===== src/rtl/core/cwte_pkg.sv =====
// Shared types and constants for the card whitelist with tag edge block.
// Holds the controller state type and the command/status structs.
// No dependencies.
`default_nettype none

package cwte_pkg;

  // Width of a card identifier word
  localparam int unsigned ID_W = 32;

  // Action codes carried on the action field
  localparam logic ACT_ENROLL = 1'b0;
  localparam logic ACT_SCAN   = 1'b1;

  // Controller states
  typedef enum logic [2:0] {
    ST_IDLE,
    ST_CHECK,
    ST_SCAN,
    ST_DRAIN,
    ST_FINISH
  } cwte_state_t;

  // Commands from controller to datapath
  typedef struct packed {
    logic load_in;   // capture the accepted input word, restart the search
    logic rd_en;     // read the table at the search index
    logic inc_idx;   // advance the search index
    logic load_out;  // commit state updates and load the result word
  } cwte_cmd_t;

  // Status from datapath to controller
  typedef struct packed {
    logic need_search;  // scan with a present card and a non-empty table
    logic last_idx;     // search index points at the last valid entry
    logic out_free;     // result register can take a word this cycle
  } cwte_sts_t;

endpackage

`default_nettype wire


===== src/rtl/core/cwte_ctrl.sv =====
// Sequencing controller for the card whitelist with tag edge block.
// Drives datapath commands from a small state machine; uses cwte_pkg.
`default_nettype none

module cwte_ctrl (
  input  wire logic              clk,
  input  wire logic              rst,
  input  wire logic              in_valid,
  output logic                   in_stall,
  input  wire cwte_pkg::cwte_sts_t sts,
  output cwte_pkg::cwte_cmd_t    cmd
);
  import cwte_pkg::*;

  cwte_state_t state;
  cwte_state_t state_next;

  // Hold the state register
  always_ff @(posedge clk) begin
    if (rst) begin
      state <= ST_IDLE;
    end else begin
      state <= state_next;
    end
  end

  // Advance through accept, search and commit
  always_comb begin
    state_next = state;
    case (state)
      ST_IDLE: begin
        if (in_valid) state_next = ST_CHECK;
      end
      ST_CHECK: begin
        state_next = sts.need_search ? ST_SCAN : ST_FINISH;
      end
      ST_SCAN: begin
        if (sts.last_idx) state_next = ST_DRAIN;
      end
      ST_DRAIN: begin
        state_next = ST_FINISH;
      end
      ST_FINISH: begin
        if (sts.out_free) state_next = ST_IDLE;
      end
      default: begin
        state_next = ST_IDLE;
      end
    endcase
  end

  // Drive handshake and datapath commands
  always_comb begin
    in_stall     = 1'b1;
    cmd          = '0;
    case (state)
      ST_IDLE: begin
        in_stall    = 1'b0;
        cmd.load_in = in_valid;
      end
      ST_SCAN: begin
        cmd.rd_en   = 1'b1;
        cmd.inc_idx = !sts.last_idx;
      end
      ST_FINISH: begin
        cmd.load_out = sts.out_free;
      end
      default: begin
        cmd = '0;
      end
    endcase
  end

endmodule

`default_nettype wire


===== src/rtl/core/cwte_dpath.sv =====
// Datapath for the card whitelist with tag edge block: identifier table,
// search index, last-card record and result register. Uses cwte_pkg.
`default_nettype none

module cwte_dpath #(
  parameter int unsigned MAX_ENTRIES = 16
) (
  input  wire logic                  clk,
  input  wire logic                  rst,
  input  wire cwte_pkg::cwte_cmd_t   cmd,
  output cwte_pkg::cwte_sts_t        sts,
  input  wire logic                  action,
  input  wire logic                  card_present,
  input  wire logic [cwte_pkg::ID_W-1:0] card_id,
  output logic                       out_valid,
  input  wire logic                  out_stall,
  output logic                       authorized,
  output logic                       new_tag,
  output logic [cwte_pkg::ID_W-1:0]  tag_id,
  output logic                       enroll_accepted
);
  import cwte_pkg::*;

  localparam int unsigned CW = $clog2(MAX_ENTRIES + 1);
  localparam int unsigned IW = (MAX_ENTRIES > 1) ? $clog2(MAX_ENTRIES) : 1;

  // Captured input word
  logic            act_r;
  logic            pres_r;
  logic [ID_W-1:0] id_r;

  // Table and search state
  logic [ID_W-1:0] table_mem [MAX_ENTRIES];
  logic [CW-1:0]   count;
  logic [IW-1:0]   idx;
  logic [ID_W-1:0] rd_data;
  logic            rd_pend;
  logic            hit;

  // Last card seen
  logic [ID_W-1:0] prev_id;
  logic            prev_present;

  logic room;
  logic fresh;

  assign room  = (count < CW'(MAX_ENTRIES));
  assign fresh = !prev_present || (prev_id != id_r);

  assign sts.need_search = (act_r == ACT_SCAN) && pres_r && (count != '0);
  assign sts.last_idx    = ((CW'(idx) + CW'(1)) == count);
  assign sts.out_free    = !out_valid || !out_stall;

  // Capture the input word
  always_ff @(posedge clk) begin
    if (cmd.load_in) begin
      act_r  <= action;
      pres_r <= card_present;
      id_r   <= card_id;
    end
  end

  // Step the search index
  always_ff @(posedge clk) begin
    if (cmd.load_in) begin
      idx <= '0;
    end else if (cmd.inc_idx) begin
      idx <= idx + IW'(1);
    end
  end

  // Table write on enroll commit, registered read during search
  always_ff @(posedge clk) begin
    if (cmd.load_out && (act_r == ACT_ENROLL) && room) begin
      table_mem[count[IW-1:0]] <= id_r;
    end
    if (cmd.rd_en) begin
      rd_data <= table_mem[idx];
    end
  end

  // Compare returned entries against the scanned identifier
  always_ff @(posedge clk) begin
    if (rst) begin
      rd_pend <= 1'b0;
      hit     <= 1'b0;
    end else begin
      rd_pend <= cmd.rd_en;
      if (cmd.load_in) begin
        hit <= 1'b0;
      end else if (rd_pend && (rd_data == id_r)) begin
        hit <= 1'b1;
      end
    end
  end

  // Commit the fill count and the last-card record
  always_ff @(posedge clk) begin
    if (rst) begin
      count        <= '0;
      prev_id      <= '0;
      prev_present <= 1'b0;
    end else if (cmd.load_out) begin
      if (act_r == ACT_ENROLL) begin
        if (room) count <= count + CW'(1);
      end else if (!pres_r) begin
        prev_present <= 1'b0;
      end else begin
        prev_id      <= id_r;
        prev_present <= 1'b1;
      end
    end
  end

  // Load the result word, drop it once taken
  always_ff @(posedge clk) begin
    if (rst) begin
      out_valid <= 1'b0;
    end else if (cmd.load_out) begin
      out_valid <= 1'b1;
    end else if (!out_stall) begin
      out_valid <= 1'b0;
    end
  end

  // Scan fields only for a present card, enroll flag only for an enroll
  always_ff @(posedge clk) begin
    if (cmd.load_out) begin
      authorized      <= (act_r == ACT_SCAN) && pres_r && hit;
      new_tag         <= (act_r == ACT_SCAN) && pres_r && fresh;
      tag_id          <= ((act_r == ACT_SCAN) && pres_r && fresh) ? id_r : '0;
      enroll_accepted <= (act_r == ACT_ENROLL) && room;
    end
  end

endmodule

`default_nettype wire


===== src/rtl/core/card_whitelist_with_tag_edge.sv =====
// Card whitelist with tag edge detection: top level.
// An enroll, or a scan without a card or with an empty table, passes the idle,
// check and finish states; a scan with a card also searches in the scan state, one
// entry a cycle through the single read port of the identifier table, then drains.
// One word is handled at a time; the next word is taken while a result waits.
// Reset (rst, synchronous): empties the table, clears the last-card record.
`default_nettype none

module card_whitelist_with_tag_edge #(
  parameter int unsigned MAX_ENTRIES = 16
) (
  input  wire logic                      clk,
  input  wire logic                      rst,
  input  wire logic                      in_valid,
  output logic                           in_stall,
  input  wire logic                      action,
  input  wire logic                      card_present,
  input  wire logic [cwte_pkg::ID_W-1:0] card_id,
  output logic                           out_valid,
  input  wire logic                      out_stall,
  output logic                           authorized,
  output logic                           new_tag,
  output logic [cwte_pkg::ID_W-1:0]      tag_id,
  output logic                           enroll_accepted
);
  import cwte_pkg::*;

  cwte_cmd_t cmd;
  cwte_sts_t sts;

  // Sequence each word
  cwte_ctrl u_ctrl (
    .clk      (clk),
    .rst      (rst),
    .in_valid (in_valid),
    .in_stall (in_stall),
    .sts      (sts),
    .cmd      (cmd)
  );

  // Store, search and report
  cwte_dpath #(
    .MAX_ENTRIES (MAX_ENTRIES)
  ) u_dpath (
    .clk             (clk),
    .rst             (rst),
    .cmd             (cmd),
    .sts             (sts),
    .action          (action),
    .card_present    (card_present),
    .card_id         (card_id),
    .out_valid       (out_valid),
    .out_stall       (out_stall),
    .authorized      (authorized),
    .new_tag         (new_tag),
    .tag_id          (tag_id),
    .enroll_accepted (enroll_accepted)
  );

endmodule

`default_nettype wire


===== config.mk =====
export PLATFORM = sky130hd
export DESIGN_NAME = card_whitelist_with_tag_edge
export DESIGN_NICKNAME = d
export VERILOG_FILES = /design/src/rtl/core/cwte_pkg.sv /design/src/rtl/core/cwte_ctrl.sv /design/src/rtl/core/cwte_dpath.sv /design/src/rtl/core/card_whitelist_with_tag_edge.sv
export SDC_FILE = /design/constraint.sdc
export NUM_CORES = 1
export LEC_CHECK = 0
export ABC_AREA = 1
export BUFFER_PORTS_ARGS = -buffer_cell sky130_fd_sc_hd__clkbuf_2
export CAP_MARGIN = 10
export CORE_ASPECT_RATIO = 1.2
export CORE_MARGIN = 2
export CORE_UTILIZATION = 53
export CTS_CLUSTER_DIAMETER = 60
export DETAILED_ROUTE_END_ITERATION = 10
export PLACE_DENSITY_LB_ADDON = 0.12
export SETUP_SLACK_MARGIN = 0.3
export SLEW_MARGIN = 10
export SYNTH_ARGS = -nofsm -noshare
export SYNTH_HDL_FRONTEND = slang
export SYNTH_HIERARCHICAL = 1
export SYNTH_SLANG_ARGS = --single-unit

===== constraint.sdc =====
create_clock -name clk -period 14 [get_ports clk]
set_input_delay 2.1 -clock clk [delete_from_list [all_inputs] [get_ports clk]]
set_output_delay 2.1 -clock clk [all_outputs]
set_load 0.01 [all_outputs]

==> out/metrics.cfg, run 1 <==
[synth]
synth-seq-cells=661
netlist_area_um2=26300
synth_compound_area_share_pct=10.9
synthAdderAreaFrac_pct=0.238
yosys.area_share.simple_pct=10.6
synth_cell_type_count=34
ys_async_sr_fraction_pct=0
netlist_instances=2128
synth.net_count=2171
yosysSeqAreaShare_pct=73.7
synth_top_family_by_area=compound AO/OA/AOI/OAI gates
synthMuxAreaShare_pct=0
avgSynthCellArea_um2=12.4
synth_top_flop_cell=edfxtp_1
synthXorXnorAreaFrac_pct=0.766
ys_warn_count=6
synth_edf_count=613

[final_layout]
final_area_um2=29100
multiInputGateArea_um2=6060
drive_gt1_share_pct=9.50
seq_area_um2=19400
fill_cells=3920
syn2layout_area_growth_pct=10.9
fin_nets=2214
diodes=0

[sta]
period_share_pct=32.6
tightestPinTransition_ps=1290
fmax_mhz=219
rsz0062_at_grt=false
finalCriticalPeriod_ps=4570
setup_viol=0
finalHoldViolCount=0
finalMaxSlewViolations=0
fin_tns_setup_ps=0
maxSlewHeadroom_pct=14.0
finClkSkew_ps=23.9

[detailed_routing]
drtAntennaViolNets=0
drt_first_iter_violations=1439
wl_um=64700
vias_per_cell=5.73
first_pass_iters=5
wl_per_cell_um=22.7
drc_errors=0
dr_total_vias=16379

[critical_path]
critPathRequiredTime_ps=14230
r2r_start=u_ctrl/state[2]
crit_path_start=out_stall
cp_max_fo=49
end_kind=flop
startpoint_type=input port
critical_path_class=in -> reg
worstPathArrival_ps=4790

[cts]
htreeDepth=2
cts_tree=done
worstSkewPairLatency_ps=630
numClockSinks=661
cts-root-buf=clkbuf_16
postCtsSetupBuffers=0
cts-resized-gates=0
cts_buffers=61
clkTransAtPathRegs_ps=60
postCtsHoldBufs=0
cts_max_path_buffers=3

[placed_design]
dpl_cell_area_um2=27200
port_buffers=74
dp_hpwl_um=37200
gp_congestion=0.849

[status]
status=completed

[floorplanning]
rows=89
die_w_um=207
initial_core_util_pct=53.5
core_um2=49100
dieArea_um2=51400
die_h_um=248
ios=75

[grt]
grt_max_degree=108
grt_util_all_layers_pct=25.1
busiest_layer=met2
grt_pass1_wl_um=96500
grt_overflow=0
globalRouteMet2Util_pct=41.6
antenna_found_initial=0
globalRouteMet3Util_pct=2.85
grt_util_met1_pct=33.6
grt_pass1_vias=15908

[power]
leakage_nw=9.60
ir_drop_mv=0.0992
p_per_area_nw_per_um2=136

[worst_hold_path]
hold_class=reg -> reg
hp-start=u_dpath/prev_present

[run]
cap_violations=0

-- worst max-delay path, cell delays in order --
cell and delay, ps:
clkbuf_2 80, nand2_1 80, inv_1 70, nor4_2 120, buf_4 520, nand2_1 320, inv_1 180, nand2_1 250
nor2_4 1040
-- per-layer routing --
layer | wire (um) | vias to the layer above
met2 | 31500 | 521
met1 | 26800 | 8078
met3 | 3670 | 117
li1 | - | 7663
met5 | 0 | -
met4 | 2740 | 0
-- final timing paths --
check / slack [ps] / end / depth (start not counted)
worst max-delay path: 9430 / u_dpath/table_mem[8][11] / 9
worst min-delay path: 470 / u_dpath/prev_present / 2
worst max register to register: 10560 / u_dpath/table_mem[8][11] / 7
worst min register to register: 470 / u_dpath/prev_present / 2
-- placed cells by master (no fill, tap or decap), types with 2 or more instances in the layout --
cell	n
bufinv_16	5
dfxtp_4	3
inv_8	2
dfxtp_1	44
nand2_1	170
edfxtp_1	613
clkbuf_2	74
a21oi_1	41
nand4_1	12
o21ai_0	262
clkbuf_16	63
o22ai_1	3
o211ai_1	129
clkbuf_1	15
xor2_1	7
ha_1	5
clkinv_1	19
xnor2_1	16
buf_4	25
clkinv_2	10
nand3_1	45
inv_1	97
nor2_1	456
or2_2	3
nor2_4	18
o21ai_1	67
a21boi_0	2
-- cells by family after synthesis --
kind of cell,Yosys count
compound gates,507
buf+inv,222
fa+ha+maj,5
xor+xnor,23
flops,661
simple gates,710
-- sequential cells by signal, summed over array words and instances (netlist names), 3 cells and up --
register	count
u_dpath/table_mem	512
u_dpath/count	5
u_dpath/prev_id	32
u_dpath/id_r	32
u_dpath/idx	4
u_dpath/tag_id	32
u_dpath/rd_data	32
u_ctrl/state	3
-- area by class of cell --
type                            count  share of cell area (%)
Clock inverter                     34                   0.974
Timing Repair Buffer              101                    2.08
Inverter                          101                    1.33
Sequential cell                   661                    66.5
Multi-Input combinational cell   1245                    20.8
Tap cell                          637                    2.73
Clock buffer                       78                    5.60
-- synth_stat cells, types with 2 or more instances --
| master | count | area (um2) |
|---|---|---|
| a21boi_0 | 2 | 15.0 |
| a21oi_1 | 41 | 205 |
| buf_1 | 15 | 56.3 |
| buf_2 | 24 | 120 |
| buf_4 | 8 | 60.1 |
| buf_6 | 11 | 124 |
| clkbuf_1 | 62 | 233 |
| dfxtp_1 | 48 | 961 |
| edfxtp_1 | 613 | 18400 |
| ha_1 | 5 | 62.6 |
| inv_1 | 99 | 372 |
| nand2_1 | 171 | 642 |
| nand3_1 | 45 | 225 |
| nand4_1 | 12 | 75.1 |
| nor2_1 | 473 | 1780 |
| o211ai_1 | 129 | 968 |
| o21ai_0 | 262 | 1310 |
| o21ai_1 | 67 | 335 |
| o22ai_1 | 3 | 18.8 |
| or2_2 | 3 | 18.8 |
| xnor2_1 | 16 | 140 |
| xor2_1 | 7 | 61.3 |
-- metrics by stage --
step | setup slack, ps | power [mW] | cells | utilization, % | hold WS, ps
finish | 9430 | 3.98 | 2857 | 59.4 | 465
global route | 9250 | 4.09 | 2857 | 59.4 | 490
CTS | 9470 | 4.00 | 2855 | 59.3 | 465
detailed placement | 8840 | 2.41 | 2743 | 55.4 | 456
global placement | 8890 | 2.41 | 2743 | 55.4 | 448
floorplan | 5380 | 2.33 | 2128 | - | 432
-- report_power, final --
part           total, mW  switching [mW]  internal [mW]
sequential          2.24          0.0501           2.19
clock               1.61           0.698          0.910
combinational      0.123          0.0878         0.0354
total               3.98           0.836           3.14
(Power assumes the default switching activity.)
==> run 2: changes to the inputs <==
--- a/config.mk
+++ b/config.mk
@@ -5,7 +5,7 @@
 export SDC_FILE = /design/constraint.sdc
 export NUM_CORES = 1
 export LEC_CHECK = 0
-export ABC_AREA = 1
+export ABC_AREA = 0
 export BUFFER_PORTS_ARGS = -buffer_cell sky130_fd_sc_hd__clkbuf_2
 export CAP_MARGIN = 10
 export CORE_ASPECT_RATIO = 1.2
==> constraint.sdc (replaced) <==
create_clock -name clk -period 4.65 [get_ports clk]
set_input_delay 0.6975 -clock clk [delete_from_list [all_inputs] [get_ports clk]]
set_output_delay 0.6975 -clock clk [all_outputs]
set_load 0.01 [all_outputs]
==> run 2 against run 1 <==
  * Critical path depth down 4
  * Synthesized cell count down 44%
  * Power rose to 3.0 times the previous value
  * Global-route usage decreased by 1.2 points
  * Sequential power rose to 3.0 times the previous value
  * Wire length down 12%
  * Critical path type is now reg -> reg
==> out/metrics.cfg, run 2 <==
[cts]
cts-resized-gates=0
postCtsHoldBufs=0
htreeDepth=2
cts_buffers=61
cts-root-buf=clkbuf_16
worstSkewPairLatency_ps=640
clkTransAtPathRegs_ps=60
cts_tree=done
cts_max_path_buffers=3
numClockSinks=661
postCtsSetupBuffers=0

[detailed_routing]
vias_per_cell=5.96
dr_total_vias=12017
drt_first_iter_violations=1146
wl_um=56800
drtAntennaViolNets=0
first_pass_iters=5
drc_errors=0
wl_per_cell_um=28.2

[sta]
fin_tns_setup_ps=0
tightestPinTransition_ps=1230
period_share_pct=60.4
finalCriticalPeriod_ps=2810
finClkSkew_ps=20.3
rsz0062_at_grt=false
finalHoldViolCount=0
fmax_mhz=356
setup_viol=0
finalMaxSlewViolations=0
maxSlewHeadroom_pct=18.1

[grt]
grt_overflow=0
grt_max_degree=132
grt_pass1_wl_um=84000
antenna_found_initial=3
grt_pass1_vias=12317
grt_util_all_layers_pct=23.9

[synth]
synth-seq-cells=661
netlist_instances=1198
synth_common_cells=edfxtp_1 (613), mux4_2 (160), nand2_1 (77), dfxtp_1 (48), xnor2_1 (39)
ys_warn_count=6
synth_top_area_share_pct=73.1
synth.net_count=1241
synth_cell_type_count=38
avgSynthCellArea_um2=21.0
ys_async_sr_fraction_pct=0
synth_edf_count=613
yosysMostFrequentCell=edfxtp_1
synth_area_leaders=edfxtp_1 (73%), mux4_2 (14%), dfxtp_1 (3.8%)
yosysSeqAreaShare_pct=76.9
netlist_area_um2=25200
synth_top_cell_by_area=edfxtp_1
synth_top_flop_cell=edfxtp_1

[critical_path]
end_kind=flop
worstPathArrival_ps=3180
startpoint_type=flop
cp_max_fo=33
critPathRequiredTime_ps=5020
critical_path_class=reg -> reg

[final_layout]
fin_nets=1383
fin_cells=2015
final_core_util_pct=61.1
drive_gt1_share_pct=29.2
syn2layout_area_growth_pct=13.9
final_cell_mix=edfxtp_1 (613), mux4_2 (160), clkbuf_2 (79)
final_common_cell=edfxtp_1
largest_register_ffs=512
diodes=0

[placed_design]
gp_congestion=0.792
dp_hpwl_um=32800
placed_cells=1900
port_buffers=74

[status]
status=completed

[worst_hold_path]
hold_class=in -> reg

[power]
leakage_nw=8.91
seq_power_share_pct=55.7
switchingPower_mw=2.48
pwr-share-clk_pct=40.7
p_total_mw=12.0
p_comb_share_pct=3.6
ir_drop_mv=0.330
p_per_area_nw_per_um2=417
intPower_mw=9.47
p_sw_share_pct=20.8

[floorplanning]
core_um2=46900
die_w_um=203
initial_core_util_pct=53.7
ios=75
rows=87
die_h_um=243
dieArea_um2=49300

[run]
cap_violations=0

[run 2: cell count changes after synthesis, moves of 16 or more]
cell,change
xor2_1,+25
buf_2,-16
nand2_1,-94
mux4_2,+160
nand3_1,-40
and2_1,+34
inv_1,-93
nor2_1,-441
xnor2_1,+23
o21ai_0,-260
o21ai_1,-67
o211ai_1,-129
clkbuf_1,-31
[run 2: power groups by stage]
stage               Clock (mW)  Sequential, mW  Combinational (mW)
detailed placement           0            6.79               0.432
floorplan                    0            6.84               0.152
global placement             0            6.79               0.424
CTS                       4.96            6.67               0.434
finish                    4.87            6.66               0.427
global route              5.17            6.67               0.464
[run 2: worst max-delay path: stages, from the launching register on]
cell and delay, ps:
edfxtp_1 880, nand2b_1 190, o221ai_1 110, nor4_1 490, a31oi_4 490, and2_1 370
[run 2: path summary, 6_finish.rpt]
kind / end / from / slack [ps] / cells after the start
min reg2reg: u_dpath/prev_id[2] / u_dpath/prev_id[2] / 460 / 2
max: u_dpath/tag_id[11] / u_dpath/id_r[9] / 1840 / 5
min: u_dpath/id_r[29] / card_id[29] / 230 / 1
max reg2reg: u_dpath/tag_id[11] / u_dpath/id_r[9] / 1840 / 5
[run 2: final cells by class]
| cell class | count | area [um2] |
|---|---|---|
| Sequential cell | 661 | 19400 |
| Fill cell | 3356 | 18200 |
| Multi-Input combinational cell | 476 | 5660 |
| Clock buffer | 84 | 1630 |
| Timing Repair Buffer | 134 | 908 |
| Tap cell | 623 | 779 |
| Clock inverter | 31 | 300 |
| Inverter | 6 | 22.5 |
[run 2: through the flow]
stage               instance area (um2)  worst slack [ps]  hold slack (ps)
floorplan                         25200               316              436
global placement                  26800              1520              448
detailed placement                26800              1480              450
CTS                               28700              1800              195
global route                      28700              1550              212
finish                            28700              1840              231
[run 2: metal layers]
layer	track usage [%]	wire, um
met1	33.8	23800
met2	38.9	28300
met3	3.69	3100
met4	7.62	1590
met5	0	0
[run 2: kinds of logic after synthesis]
group           synth area share (%)
simple gates                    3.66
mux                             14.4
compound gates                  1.05
flops                           76.9
xor+xnor                        2.47
fa+ha+maj                      0.248
buf+inv                         1.22
==> run 3: changes to the inputs <==
==> constraint.sdc (replaced) <==
create_clock -name clk -period 2.32 [get_ports clk]
set_input_delay 0.348 -clock clk [delete_from_list [all_inputs] [get_ports clk]]
set_output_delay 0.348 -clock clk [all_outputs]
set_load 0.01 [all_outputs]
==> run 3 against run 2 <==
  * Power grew 110%
  * Clock skew rose by 8.7 ps
  * Core utilization is 8.5 points higher
  * Clock power is 110% higher
  * Final area up 14%
  * Sequential cell count stayed put
  * Count of clock-buffer cells in the layout unchanged
  * Largest cell class unchanged
==> out/metrics.cfg, run 3 (synthesis results as in run 2) <==
[final_layout]
syn2layout_area_growth_pct=29.7
diodes=0
final_core_util_pct=69.6
final_common_cell=edfxtp_1
fin_nets=1611
fin_cells=2243
drive_gt1_share_pct=38.8
largest_register_ffs=512
final_cell_mix=edfxtp_1 (613), mux4_2 (160), buf_4 (94)

[sta]
rsz0062_at_grt=true
finalMaxSlewViolations=0
finalHoldViolCount=0
maxSlewHeadroom_pct=49.2
fmax_mhz=440
period_share_pct=98.0
finClkSkew_ps=29.0
tightestPinTransition_ps=763
setup_viol=0
finalCriticalPeriod_ps=2270

[detailed_routing]
vias_per_cell=6.12
wl_um=70500
wirelength_met1_um=26600
drt_first_iter_violations=1975
wl_met2_um=35000
drtAntennaViolNets=0
dr_total_vias=13735
wl_per_cell_um=31.4
top_layer_used=met4
first_pass_iters=5
wl_met3_um=6480
drc_errors=0

[power]
leakage_nw=10.7
ir_drop_mv=0.634
p_per_area_nw_per_um2=757
p_total_mw=24.7

[floorplanning]
rows=87
ios=75
die_h_um=243
die_w_um=203
initial_core_util_pct=53.7
dieArea_um2=49300
core_um2=46900

[critical_path]
worstPathArrival_ps=2620
critPathRequiredTime_ps=2660
startpoint_type=flop
cp_max_fo=5
critical_path_class=reg -> reg
end_kind=flop

[placed_design]
dp_hpwl_um=34500
gp_congestion=0.795
port_buffers=74
placed_cells=1956

[cts]
clkTransAtPathRegs_ps=60
cts-root-buf=clkbuf_16
numClockSinks=661
cts_buffers=61
cts_max_path_buffers=3
htreeDepth=2
cts_tree=done
worstSkewPairLatency_ps=640

[grt]
grt_util_all_layers_pct=27.1
grt_pass1_vias=13126
grt_max_degree=44
grt_pass1_wl_um=92800
grt_overflow=0
antenna_found_initial=3

[status]
status=completed

[worst_hold_path]
hold_class=in -> reg

[run]
cap_violations=0

[run 3: layout make-up]
| class | count | area, um2 |
|---|---|---|
| clock inverters | 31 | 292 |
| repair buffers | 362 | 4600 |
| well taps | 623 | 779 |
| clock buffers | 84 | 1770 |
| flip-flops and latches | 661 | 19400 |
| fillers | 2822 | 14300 |
| inverters | 6 | 22.5 |
| multi-input cells | 476 | 5810 |
[run 3: path summary, 6_finish.rpt]
path	start	endpoint	slack, ps	cells after the start
setup / recovery	u_ctrl/state[1]	u_dpath/table_mem[0][18]	50	10
setup reg to reg	u_ctrl/state[1]	u_dpath/table_mem[0][18]	50	10
hold reg to reg	u_dpath/prev_id[29]	u_dpath/prev_id[29]	470	2
hold / removal	in_valid	u_ctrl/state[2]	120	4
[run 3: what timing repair did]
| action | in CTS | in global routing |
|---|---|---|
| endpoints found under the hold margin | 35 | 0 |
| endpoints found under the setup margin | 499 | 427 |
| resized for setup | 74 | 64 |
| pin swaps | 11 | 13 |
| hold buffers | 35 | 0 |
| gates cloned | 22 | 31 |
| buffers inserted | 44 | 40 |
[run 3: routing by layer]
metal | vias up | GRT usage [%]
met3 | 123 | 4.95
met1 | 7218 | 37.8
met2 | 790 | 44.0
li1 | 5604 | -
met5 | - | 0
met4 | 0 | 8.48
[run 3: through the flow]
stage / TNS, ps / hold WS, ps / setup slack (ps) / cell area, um2
3_5_place_dp: 0 / 460 / 67.1 / 27600
2_1_floorplan: -173280 / 414 / -494 / 25300
6_report: 0 / 122 / 45.6 / 32700
4_1_cts: 0 / 59.9 / 135 / 31300
3_3_place_gp: 0 / 444 / 78.0 / 27600
5_1_grt: -55.1 / 105 / -10.4 / 32700
[run 3: worst max-delay path: stages, from the launching register on]
cell,delay (ps)
dfxtp_4,360
nor2_4,120
and3_4,190
nor3b_4,180
buf_4,150
buf_6,130
buf_6,120
nand2_8,50
nor3_4,320
buf_12,190
clkbuf_16,170
[run 3: power by group]
group | internal (mW) | switching [mW] | total (mW) | leakage, nW
sequential | 13.2 | 0.105 | 13.3 | 5.94
clock | 5.89 | 4.36 | 10.2 | 1.02
combinational | 0.453 | 0.682 | 1.13 | 3.75
total | 19.6 | 5.15 | 24.7 | 10.7
